==> config.mk <==
export PLATFORM = sky130hd
export DESIGN_NAME = utf8_sanitize_replace
export DESIGN_NICKNAME = d
export VERILOG_FILES = /design/src/design/u8s_pkg.sv /design/src/design/u8s_front.sv /design/src/design/u8s_fifo.sv /design/src/design/u8s_back.sv /design/src/design/utf8_sanitize_replace.sv
export SDC_FILE = /design/constraint.sdc
export NUM_CORES = 1
export LEC_CHECK = 0
export ABC_AREA = 1
export BUFFER_PORTS_ARGS = -buffer_cell sky130_fd_sc_hd__buf_4
export CAP_MARGIN = 20
export CORE_ASPECT_RATIO = 1.5
export CORE_MARGIN = 3
export CORE_UTILIZATION = 60
export CTS_CLUSTER_SIZE = 25
export DETAILED_ROUTE_END_ITERATION = 16
export GPL_TIMING_DRIVEN = 0
export MAX_ROUTING_LAYER = met4
export PLACE_DENSITY = 0.8
export SLEW_MARGIN = 20
export SYNTH_ARGS = -nofsm -noshare
export SYNTH_HDL_FRONTEND = slang
export SYNTH_SLANG_ARGS = --single-unit
==> constraint.sdc <==
create_clock -name clk -period 7.17 [get_ports clk]
set_input_delay 1.434 -clock clk [delete_from_list [all_inputs] [get_ports clk]]
set_output_delay 1.434 -clock clk [all_outputs]
set_load 0.01 [all_outputs]
==> src/design/u8s_pkg.sv <==
// Shared types, constants and helpers for the UTF-8 sanitiser.
// No dependencies; imported by every other file of the block.
`timescale 1ns / 1ps
`default_nettype none

package u8s_pkg;

  // Depth of the work queue between classifier and byte expander
  localparam int unsigned QDEPTH = 4;
  localparam int unsigned QAW    = $clog2(QDEPTH);
  localparam int unsigned QCW    = $clog2(QDEPTH + 1);

  // Replacement character U+FFFD in UTF-8
  localparam logic [7:0] REPL_B0 = 8'hEF;
  localparam logic [7:0] REPL_B1 = 8'hBF;
  localparam logic [7:0] REPL_B2 = 8'hBD;

  // Lead bytes with a restricted second-byte range
  localparam logic [7:0] LEAD_E0 = 8'hE0;
  localparam logic [7:0] LEAD_ED = 8'hED;
  localparam logic [7:0] LEAD_F0 = 8'hF0;
  localparam logic [7:0] LEAD_F4 = 8'hF4;

  typedef enum logic [4:0] {
    CLS_ASCII = 5'b00001,
    CLS_LEAD2 = 5'b00010,
    CLS_LEAD3 = 5'b00100,
    CLS_LEAD4 = 5'b01000,
    CLS_BAD   = 5'b10000
  } byte_cls_t;

  // One queue entry: a run of replacement triples, then literal bytes
  typedef struct packed {
    logic [2:0]      repl_cnt;  // 0..4 triples
    logic [2:0]      lit_cnt;   // 0..4 literal bytes
    logic [3:0][7:0] lits;
  } run_desc_t;

  function automatic byte_cls_t classify(input logic [7:0] b);
    byte_cls_t c;
    if (b < 8'h80)                      c = CLS_ASCII;
    else if (b >= 8'hC2 && b <= 8'hDF)  c = CLS_LEAD2;
    else if (b >= 8'hE0 && b <= 8'hEF)  c = CLS_LEAD3;
    else if (b >= 8'hF0 && b <= 8'hF4)  c = CLS_LEAD4;
    else                                c = CLS_BAD;
    return c;
  endfunction

  function automatic logic second_ok(input logic [7:0] lead, input logic [7:0] b);
    logic ok;
    ok = 1'b1;
    if (lead == LEAD_E0 && b < 8'hA0) ok = 1'b0;
    if (lead == LEAD_ED && b > 8'h9F) ok = 1'b0;
    if (lead == LEAD_F0 && b < 8'h90) ok = 1'b0;
    if (lead == LEAD_F4 && b > 8'h8F) ok = 1'b0;
    return ok;
  endfunction

endpackage

`default_nettype wire

==> src/design/u8s_front.sv <==
// Classifier: tracks the pending multi-byte sequence and turns each byte
// into a run descriptor for the expander. Depends on u8s_pkg.
`timescale 1ns / 1ps
`default_nettype none

module u8s_front import u8s_pkg::*; (
  input  wire logic       clk,
  input  wire logic       rst_n,
  input  wire logic       acc_i,       // input transaction taken this cycle
  input  wire logic [7:0] data_i,
  input  wire logic       eot_i,
  output logic            q_push_o,
  output run_desc_t       q_desc_o
);

  logic [7:0] lead_r,     lead_nxt;
  logic [2:0] need_r,     need_nxt;   // 0 = nothing pending
  logic [1:0] held_cnt_r, held_cnt_nxt;
  // Only two continuation bytes are ever held: a four-byte form completes
  // on its third continuation.
  logic [7:0] held_r [2];

  logic       pending, cont, ok, complete, fresh;
  byte_cls_t  cls;
  logic [2:0] flush_k, bad_k, eot_k, lit_cnt;
  logic       fresh_lead;
  logic [3:0][7:0] lits;

  always_comb begin
    pending    = (need_r != 3'd0);
    cont       = (data_i[7:6] == 2'b10);
    ok         = pending && cont && ((held_cnt_r != 2'd0) || second_ok(lead_r, data_i));
    complete   = ok && (({1'b0, held_cnt_r} + 3'd2) >= need_r);
    fresh      = !ok;
    cls        = classify(data_i);
    fresh_lead = fresh && (cls == CLS_LEAD2 || cls == CLS_LEAD3 || cls == CLS_LEAD4);

    flush_k = (pending && !ok) ? ({1'b0, held_cnt_r} + 3'd1) : 3'd0;
    bad_k   = (fresh && cls == CLS_BAD) ? 3'd1 : 3'd0;
    eot_k   = 3'd0;
    if (eot_i) begin
      if (ok && !complete) eot_k = {1'b0, held_cnt_r} + 3'd2;
      else if (fresh_lead)  eot_k = 3'd1;
    end

    lits    = '0;
    lit_cnt = 3'd0;
    if (complete) begin
      lit_cnt = {1'b0, held_cnt_r} + 3'd2;
      lits[0] = lead_r;
      lits[1] = (held_cnt_r == 2'd0) ? data_i : held_r[0];
      lits[2] = (held_cnt_r == 2'd1) ? data_i : held_r[1];
      lits[3] = data_i;
    end else if (fresh && cls == CLS_ASCII) begin
      lit_cnt = 3'd1;
      lits[0] = data_i;
    end

    q_desc_o.repl_cnt = flush_k + bad_k + eot_k;
    q_desc_o.lit_cnt  = lit_cnt;
    q_desc_o.lits     = lits;
    q_push_o = acc_i && ((q_desc_o.repl_cnt != 3'd0) || (lit_cnt != 3'd0));

    lead_nxt     = lead_r;
    need_nxt     = need_r;
    held_cnt_nxt = held_cnt_r;
    if (ok) begin
      if (complete) begin
        lead_nxt = '0; need_nxt = 3'd0; held_cnt_nxt = 2'd0;
      end else begin
        held_cnt_nxt = held_cnt_r + 2'd1;
      end
    end else begin
      lead_nxt = '0; need_nxt = 3'd0; held_cnt_nxt = 2'd0;
      unique case (cls)
        CLS_LEAD2: begin lead_nxt = data_i; need_nxt = 3'd2; end
        CLS_LEAD3: begin lead_nxt = data_i; need_nxt = 3'd3; end
        CLS_LEAD4: begin lead_nxt = data_i; need_nxt = 3'd4; end
        default: ;
      endcase
    end
    if (eot_i) begin
      lead_nxt = '0; need_nxt = 3'd0; held_cnt_nxt = 2'd0;
    end
  end

  always_ff @(posedge clk) begin
    if (!rst_n) begin
      lead_r     <= '0;
      need_r     <= 3'd0;
      held_cnt_r <= 2'd0;
    end else if (acc_i) begin
      lead_r     <= lead_nxt;
      need_r     <= need_nxt;
      held_cnt_r <= held_cnt_nxt;
    end
  end

  always_ff @(posedge clk) begin
    if (acc_i && ok && !complete) begin
      held_r[held_cnt_r[0]] <= data_i;
    end
  end

endmodule

`default_nettype wire

==> src/design/u8s_fifo.sv <==
// Short queue of run descriptors between classifier and expander.
// Depends on u8s_pkg.
`timescale 1ns / 1ps
`default_nettype none

module u8s_fifo import u8s_pkg::*; (
  input  wire logic      clk,
  input  wire logic      rst_n,
  input  wire logic      push_i,
  input  wire run_desc_t desc_i,
  output logic           full_o,
  input  wire logic      pop_i,
  output logic           avail_o,
  output run_desc_t      head_o
);

  run_desc_t        mem_r [QDEPTH];
  logic [QAW-1:0]   wr_ptr_r, rd_ptr_r;
  logic [QCW-1:0]   count_r,  count_nxt;

  assign full_o  = (count_r == QCW'(QDEPTH));
  assign avail_o = (count_r != '0);
  assign head_o  = mem_r[rd_ptr_r];

  always_comb begin
    count_nxt = count_r;
    if (push_i && !pop_i)      count_nxt = count_r + QCW'(1);
    else if (pop_i && !push_i) count_nxt = count_r - QCW'(1);
  end

  always_ff @(posedge clk) begin
    if (!rst_n) begin
      wr_ptr_r <= '0;
      rd_ptr_r <= '0;
      count_r  <= '0;
    end else begin
      if (push_i) wr_ptr_r <= wr_ptr_r + QAW'(1);
      if (pop_i)  rd_ptr_r <= rd_ptr_r + QAW'(1);
      count_r <= count_nxt;
    end
  end

  always_ff @(posedge clk) begin
    if (push_i) mem_r[wr_ptr_r] <= desc_i;
  end

  a_no_overflow: assert property (@(posedge clk) disable iff (!rst_n)
    push_i |-> (!full_o || pop_i))
    else $error("queue written while full");

  a_no_underflow: assert property (@(posedge clk) disable iff (!rst_n)
    pop_i |-> avail_o)
    else $error("queue read while empty");

  a_ptr_count: assert property (@(posedge clk) disable iff (!rst_n)
    QAW'(wr_ptr_r - rd_ptr_r) == count_r[QAW-1:0])
    else $error("queue pointers disagree with count");

endmodule

`default_nettype wire

==> src/design/u8s_back.sv <==
// Expander: walks the head descriptor one byte per cycle into the output
// register while the receiver takes each byte. Depends on u8s_pkg.
`timescale 1ns / 1ps
`default_nettype none

module u8s_back import u8s_pkg::*; (
  input  wire logic       clk,
  input  wire logic       rst_n,
  input  wire logic       avail_i,
  input  wire run_desc_t  head_i,
  output logic            q_pop_o,
  output logic            out_valid_o,
  output logic [7:0]      out_byte_o,
  output logic            out_repl_o,
  output logic            out_last_o,
  input  wire logic       out_take_i    // result transaction this cycle
);

  logic       valid_r;
  logic [7:0] byte_r;
  logic       repl_r, last_r;
  logic [2:0] tri_r, tri_nxt;
  logic [1:0] sub_r, sub_nxt;
  logic [2:0] lit_r, lit_nxt;

  logic       load, in_repl, cur_last;
  logic [7:0] cur_byte;

  always_comb begin
    load    = avail_i && (!valid_r || out_take_i);
    in_repl = (tri_r < head_i.repl_cnt);

    if (in_repl) begin
      case (sub_r)
        2'd0:    cur_byte = REPL_B0;
        2'd1:    cur_byte = REPL_B1;
        default: cur_byte = REPL_B2;
      endcase
      cur_last = (sub_r == 2'd2) && ((tri_r + 3'd1) == head_i.repl_cnt) &&
                 (head_i.lit_cnt == 3'd0);
    end else begin
      cur_byte = head_i.lits[lit_r[1:0]];
      cur_last = ((lit_r + 3'd1) == head_i.lit_cnt);
    end

    tri_nxt = tri_r;
    sub_nxt = sub_r;
    lit_nxt = lit_r;
    if (load) begin
      if (cur_last) begin
        tri_nxt = 3'd0; sub_nxt = 2'd0; lit_nxt = 3'd0;
      end else if (in_repl) begin
        if (sub_r == 2'd2) begin
          sub_nxt = 2'd0;
          tri_nxt = tri_r + 3'd1;
        end else begin
          sub_nxt = sub_r + 2'd1;
        end
      end else begin
        lit_nxt = lit_r + 3'd1;
      end
    end
  end

  assign q_pop_o     = load && cur_last;
  assign out_valid_o = valid_r;
  assign out_byte_o  = byte_r;
  assign out_repl_o  = repl_r;
  assign out_last_o  = last_r;

  always_ff @(posedge clk) begin
    if (!rst_n) begin
      valid_r <= 1'b0;
      tri_r   <= 3'd0;
      sub_r   <= 2'd0;
      lit_r   <= 3'd0;
    end else begin
      if (load)            valid_r <= 1'b1;
      else if (out_take_i) valid_r <= 1'b0;
      tri_r <= tri_nxt;
      sub_r <= sub_nxt;
      lit_r <= lit_nxt;
    end
  end

  always_ff @(posedge clk) begin
    if (load) begin
      byte_r <= cur_byte;
      repl_r <= in_repl;
      last_r <= cur_last;
    end
  end

  a_desc_nonempty: assert property (@(posedge clk) disable iff (!rst_n)
    avail_i |-> ((head_i.repl_cnt != 3'd0) || (head_i.lit_cnt != 3'd0)))
    else $error("empty run descriptor at queue head");

  a_idle_between_runs: assert property (@(posedge clk) disable iff (!rst_n)
    q_pop_o |=> (tri_r == 3'd0 && sub_r == 2'd0 && lit_r == 3'd0))
    else $error("expander counters not cleared after a run");

  a_repl_triple_order: assert property (@(posedge clk) disable iff (!rst_n)
    (load && in_repl && sub_r == 2'd0) |=> (byte_r == REPL_B0 && repl_r))
    else $error("replacement triple out of order");

endmodule

`default_nettype wire

==> src/design/utf8_sanitize_replace.sv <==
// Top level of the streaming UTF-8 sanitiser.
// Depends on u8s_pkg, u8s_front, u8s_fifo and u8s_back.
`timescale 1ns / 1ps
`default_nettype none

// Usage
//   Input side is a queue write port: in_data_byte / in_end_of_text are taken
//   on a rising edge with push high and full low. Output side is a queue read
//   port: while empty is low the oldest result byte sits on out_byte,
//   out_is_replacement and out_last_of_run; pop high with empty low takes it.
//   Each input byte yields 0 to 12 result bytes; out_last_of_run marks the
//   last one of a byte's run. A byte that is only held inside a pending
//   sequence yields nothing until the sequence completes or fails.
//   The descriptor is queued at the accepting edge, and its first result
//   byte is loaded into the output register once the runs ahead of it are
//   out and that register is free; empty then falls. Throughput: one input
//   byte per cycle while each byte yields one result (plain ASCII) and the
//   receiver takes each one; the expander emits one result byte per cycle
//   while it is taken, so a byte with N results holds it until all N are
//   out, and a four-entry descriptor queue absorbs that before full rises.
//   Reset (rst_n low, synchronous) drops any pending sequence, empties the
//   queue and the output register. When the receiver stalls the result holds
//   and the queue fills; full then stalls the sender.

module utf8_sanitize_replace import u8s_pkg::*; (
  input  wire logic       clk,
  input  wire logic       rst_n,
  // input channel
  input  wire logic       push,
  output logic            full,
  input  wire logic [7:0] in_data_byte,
  input  wire logic       in_end_of_text,
  // result channel
  output logic            empty,
  input  wire logic       pop,
  output logic [7:0]      out_byte,
  output logic            out_is_replacement,
  output logic            out_last_of_run
);

  logic      in_acc;     // input transaction this cycle
  logic      q_push, q_full, q_pop, q_avail;
  run_desc_t q_wdesc, q_head;
  logic      out_valid;

  assign in_acc = push && !full;
  assign full   = q_full;
  assign empty  = !out_valid;

  // Classifier keeps the sequence state and queues one descriptor per byte that yields output
  u8s_front u_front (
    .clk      (clk),
    .rst_n    (rst_n),
    .acc_i    (in_acc),
    .data_i   (in_data_byte),
    .eot_i    (in_end_of_text),
    .q_push_o (q_push),
    .q_desc_o (q_wdesc)
  );

  u8s_fifo u_fifo (
    .clk     (clk),
    .rst_n   (rst_n),
    .push_i  (q_push),
    .desc_i  (q_wdesc),
    .full_o  (q_full),
    .pop_i   (q_pop),
    .avail_o (q_avail),
    .head_o  (q_head)
  );

  // Expander turns descriptors into bytes behind the output register
  u8s_back u_back (
    .clk         (clk),
    .rst_n       (rst_n),
    .avail_i     (q_avail),
    .head_i      (q_head),
    .q_pop_o     (q_pop),
    .out_valid_o (out_valid),
    .out_byte_o  (out_byte),
    .out_repl_o  (out_is_replacement),
    .out_last_o  (out_last_of_run),
    .out_take_i  (pop && out_valid)
  );

endmodule

`default_nettype wire

## After elaboration in Yosys (flattened, before gate mapping)

Memory sizes are Yosys's and may differ from the RTL's. A register that Yosys moved wholly into a read port is not among the register bits.
Index checks and enable logic that the tools add are counted.

- Latch bits: 0
- Output and inout bits: 12
- Flip-flop bits (word level): 39
- Memory bits (read-only): 0
- Memory bits (writable): 168
- Memories: 2
- Logic and storage cells: 167

- Reduce and logical (&&, ||, !) cells: 54
- Equal/unequal tests: 18
- Div/mod/pow operators: 0
- Shift operators: 0
- $add $sub $neg: 12
- Order comparisons: 14
- Multiplexer cells: 54
- Bitwise gates (word level): 0
- Multipliers: 0

Memory list:

| memory | words | bits a word | read ports | clocked after memory_dff | write ports | RTL line | RTL |
|---|---|---|---|---|---|---|---|
| u_fifo.mem_r | 4 | 38 | 1 | 1 | 1 | u8s_fifo.sv:17 | `run_desc_t mem_r [QDEPTH];` |
| u_front.held_r | 2 | 8 | 2 | 0 | 1 | u8s_front.sv:21 | `logic [7:0] held_r [2];` |

Operator list:

| cell | count |
|---|---|
| $mux 8 | 10 |
| $mux 3 | 14 |
| $eq 8x8->1 const B | 4 |
| $logic_and 1x1->1 | 26 |
| $ge 8x8->1 const B | 3 |
| $le 8x8->1 const B | 3 |
| $lt 8x8->1 const B | 3 |
| $mux 24 | 1 |
| $mux 5 | 4 |
| $bmux 8 s2 | 1 |
| $gt 8x8->1 const B | 2 |
| $mux 2 | 8 |
| $mux 1 | 14 |
| $pmux 7 s2 | 1 |
| $reduce_bool 3->1 | 4 |
| $reduce_bool 2->1 | 5 |
| $add 3x1->3 const B | 3 |
| $pmux 3 s3 | 1 |
| $add 2x1->2 const B | 4 |
| $add 3x3->3 | 2 |
| $eq 3x3->1 | 2 |
| $logic_not 1->1 | 6 |
| $reduce_and 2->1 | 3 |
| $eq 5x1->1 const B | 1 |
| other kinds (20) | 27 |

## Longest topological paths before layout

- Depth after elaboration: 21
- Gate-level depth with buffers: 27
- Depth with buffers taken out: 27

## Hierarchy

A second synthesis with hierarchy kept.

- Cells, all modules: 859
- Area, all modules: 9218.8 µm²

Modules (own cells, without submodules):

| module | sequential area each (µm²) | area each (µm²) | cells each | instances |
|---|---|---|---|---|
| u8s_fifo | 4744.6 | 6084.6 | 427 | 1 |
| u8s_front | 740.7 | 1905.6 | 265 | 1 |
| u8s_back | 480.5 | 1207.4 | 162 | 1 |
| utf8_sanitize_replace | 0.0 | 21.3 | 5 | 1 |

## Least setup slack after synthesis

No wires, ideal clock.

- Path kind: in2reg
- From: in in_data_byte[3]
- To: mem u_fifo.mem_r[0][0] in the netlist's numbering (enable)
- Arrival: 5.317 ns
- Setup time: 0.433 ns
- Path buffers: 0
- Path slack: 1.419 ns
- Data required time: 6.737 ns
- Stages on the path: 16
- Cells stage by stage: inv_1 > nand2_1 > o311ai_0 > inv_1 > nor2_1 > inv_1 > o21ai_0 > fa_1 > fa_1 > inv_1 > nor3_1 > nand2_1 > inv_1 > nand3_1 > nand2_1 > nor2_1

RTL lines:

| what | RTL line | RTL |
|---|---|---|
| start: declaration | utf8_sanitize_replace.sv:31 | `input wire logic [7:0] in_data_byte,` |
| end: declaration | u8s_fifo.sv:17 |  |

==> results.cfg <==
[yosys]
syn_inst = 792
synthesis.area_sq_um = 8980
synth.avg_cell_area_sq_um = 11.3
synth-adder-area-share = 0.0290
synth_top_family_by_area = compound AO/OA/AOI/OAI gates
ys_warn_count = 0
ys_seq_elements = 209
synth_ff_type = edfxtp_1
synthSimpleGateAreaFrac = 0.124
yosysUniqueCellTypes = 42
synth_compound_area_frac = 0.127
synth-edff-count = 178
synth.area.mux_share = 0
async_flop_share = 0
synth-xor-area-share = 0.00781
yosysSeqAreaShare = 0.665

[clocking]
post_cts_buffers = 0
clock_latency_ns = 0.49
root_buffer = clkbuf_16
cts_max_path_buffers = 3
ctsHtreeMaxLevel = 1
path_clk_slew_ns = 0.06
cts.sinks = 209
cts_tree = built
numCtsBuffers = 19
ctsResizeCount = 0
cts_hold_buf = 0

[worst_setup_path]
worstRegToRegCells = 24
path_max_fanout = 7
start_kind = primary input
cp.required_ns = 7.52
timing.critical_path.mode_cell = inv_1
timing.rr.start = u_front.held_cnt_r[0]
cp_num_buf_inv = 8
max_stage_delay_ns = 0.40
worstPathCellList = buf_4 -> inv_1 -> nand2_1 -> o311ai_0 -> inv_1 -> nor2_1 -> inv_1 -> o21ai_0 -> fa_1 -> fa_1 -> inv_1 -> nor3_1 -> nand2_1 -> inv_1 -> nand3_1 -> nand2_1 -> inv_1 -> ha_1 -> inv_1 -> fa_1 -> a21oi_1 -> o21ai_0 -> o21ai_0 -> a21oi_1
critPathKind = primary input to flip-flop
r2r_end = u_fifo.count_r[2]
worst_ep_arrival_time_ns = 5.78
endpoint_kind = flip-flop
r2r_slack_ns = 2.41
critical-path-top-delay-family = compound AO/OA/AOI/OAI gates
cp_slowest_cell = fa_1

[final_layout]
fin_nets = 875
fill_cells = 1005
drive_above_1_share = 0.0993
multi_input_area_sq_um = 2630
antenna_cells = 0
synthToLayoutAreaGrowth_pct = 12.5
fin_util = 0.692
seq_area_sq_um = 5970

[timing]
period_minus_slack_ns = 5.42
setup_viol = 0
tightest_slew_ns = 0.867
skew_ns = 0.0236
finalHoldViolations = 0
fmax_ghz = 0.184
fin_ws_ns = 1.75
slew_headroom = 0.421
fin_crit_sh = 0.757
grt_setup_unrepaired = no
report.final.slew_viol_count = 0

[placement]
pre_cts_slack_ns = 1.35
portBuffers = 23
globalplace.congestion = 0.933
dp_hpwl_mm = 14.9

[drt]
ant_nets = 0
vias = 6650
drc_errors = 0
drtPass1Iterations = 5
drt_wl_total_mm = 22.0
wl_per_cell_um = 20.9
drt-vias-per-instance = 6.32
drt_iter0_drc = 787

[floorplanning]
die_area_sq_um = 16500
pin_count = 25
num_rows = 54
initial_core_util = 0.615
die_y_um = 156
design.core.area_sq_um = 14600
die_w_um = 106

[run]
cap_violations = 0

[worst_hold_path]
min_from = u_fifo.rd_ptr_r[1]
hold_path_class = flip-flop to flip-flop
whs_path_depth = 2
hold_path_end = u_fifo.rd_ptr_r[1]

[grt]
antenna_found_initial = 0
grt_use_total = 0.276
grt_pass1_vias = 6803
grt_max_degree = 24
grt_pass1_wl_mm = 34.4
gr-total-overflow = 0

[power_and_ir_drop]
p_per_area_nw_per_um2 = 342
irDropWorstVdd_mv = 0.227
power_leakage_nw = 3.62

[outcome]
status = completed
[power by group]
part | switching, mW | leakage (nW) | total, mW | internal (mW)
sequential | 0.0655 | 1.91 | 1.60 | 1.54
clock | 0.422 | 0.277 | 0.952 | 0.530
combinational | 0.616 | 1.44 | 0.895 | 0.278
[layer usage]
| metal | share of wire | routed length (um) | global-route usage | up-vias |
|---|---|---|---|---|
| met4 | 0.045 | 979 | 0.140 | 0 |
| li1 | - | - | - | 2934 |
| met3 | 0.088 | 1930 | 0.0298 | 83 |
| met2 | 0.52 | 11400 | 0.488 | 433 |
| met5 | 0 | 0 | - | - |
| met1 | 0.35 | 7710 | 0.312 | 3200 |
[flip-flops by register name, indices dropped and copies added (netlist names), named ones only]
signal / flops
u_front.held_cnt_r: 2
u_back.out_last_o: 1
u_back.lit_r: 3
u_front.lead_r: 8
u_back.sub_r: 2
u_fifo.count_r: 3
u_front.need_r: 3
u_fifo.rd_ptr_r: 2
u_back.tri_r: 3
u_front.held_r: 16
u_back.out_repl_o: 1
u_fifo.mem_r: 152
u_back.out_valid_o: 1
u_fifo.wr_ptr_r: 2
u_back.out_byte_o: 8
[worst max path at each step]
stage | startpoint | endpoint | slack (ns) | cells after the start
2_1_floorplan | in_data_byte[3] | u_fifo.mem_r[0][0] | 1.42 | 16
3_3_place_gp | in_data_byte[3] | u_fifo.mem_r[2][10] | -0.43 | 17
3_5_place_dp | in_data_byte[3] | u_fifo.count_r[2] | 1.35 | 24
4_1_cts | in_data_byte[3] | u_fifo.count_r[2] | 1.84 | 24
5_1_grt | in_data_byte[3] | u_fifo.count_r[2] | 1.34 | 24
6_report | in_data_byte[3] | u_fifo.count_r[2] | 1.75 | 24
[synthesized netlist by cell type, types with 2 or more instances]
cell | number | area [sq um]
nor3_1 | 10 | 50.1
nor2_2 | 2 | 12.5
nand3_1 | 40 | 200
o21ai_2 | 2 | 17.5
nor2_1 | 118 | 443
a21oi_1 | 32 | 160
o211ai_1 | 3 | 22.5
buf_4 | 2 | 15.0
inv_1 | 61 | 229
clkbuf_1 | 29 | 109
o21ai_0 | 86 | 430
nand2_2 | 6 | 37.5
inv_2 | 3 | 11.3
dfxtp_1 | 31 | 621
xnor2_1 | 3 | 26.3
edfxtp_1 | 178 | 5350
fa_1 | 3 | 60.1
o22ai_1 | 9 | 56.3
nand3b_1 | 2 | 15.0
buf_2 | 8 | 40.0
nand4_1 | 3 | 18.8
a31oi_1 | 2 | 12.5
nand2_1 | 76 | 285
ha_1 | 16 | 200
xor2_1 | 5 | 43.8
a22oi_1 | 2 | 15.0
o221ai_1 | 27 | 236
a211oi_1 | 19 | 143
[metrics by stage]
| stage | hold WS [ns] | cell area (sq um) | setup TNS (ns) | power, mW | instances |
|---|---|---|---|---|---|
| after floorplan | 0.437 | 8990 | 0 | 2.17 | 795 |
| after global placement | 0.445 | 9410 | -61.07 | 2.43 | 1014 |
| after detailed placement | 0.459 | 9530 | 0 | 2.50 | 1018 |
| after CTS | 0.471 | 10100 | 0 | 3.44 | 1052 |
| after global routing | 0.486 | 10100 | 0 | 3.59 | 1052 |
| final | 0.471 | 10100 | 0 | 3.45 | 1052 |
[cell families after synthesis]
kind of cell / Yosys count
compound gates: 187
xor+xnor: 8
fa+ha+maj: 19
buf+inv: 106
flops: 209
other cells: 1
simple gates: 262
[layout make-up]
cell class                 count  area share
buffer                        41      0.0177
tap                          196      0.0243
inverter                      65      0.0242
clock inverter                 7     0.00607
timing repair buffer          27      0.0265
multi-input combinational    480       0.261
clock buffer                  27      0.0500
sequential                   209       0.591
[cell usage in the layout, fill, tap and decap left out, types with 5 or more instances in the layout]
cell       Yosys  routed
a21oi_1       32      32
xor2_1         5       5
nor3_1        10      10
buf_4          2      25
o221ai_1      27      27
nand2_2        6       6
nand3_1       40      40
edfxtp_1     178     178
clkbuf_16      0      19
nand2_1       76      76
o22ai_1        9       9
clkbuf_1      29      37
dfxtp_1       31      31
o21ai_0       86      86
inv_1         61      61
nor2_1       118     113
buf_2          8       8
a211oi_1      19      19
ha_1          16      16
[tightest hold or removal path, cell delays in order, from the launching register on]
cell     delay [ns]
dfxtp_1        0.31
inv_1          0.07
a21oi_2        0.05
Power figures use the tool's default switching activity.
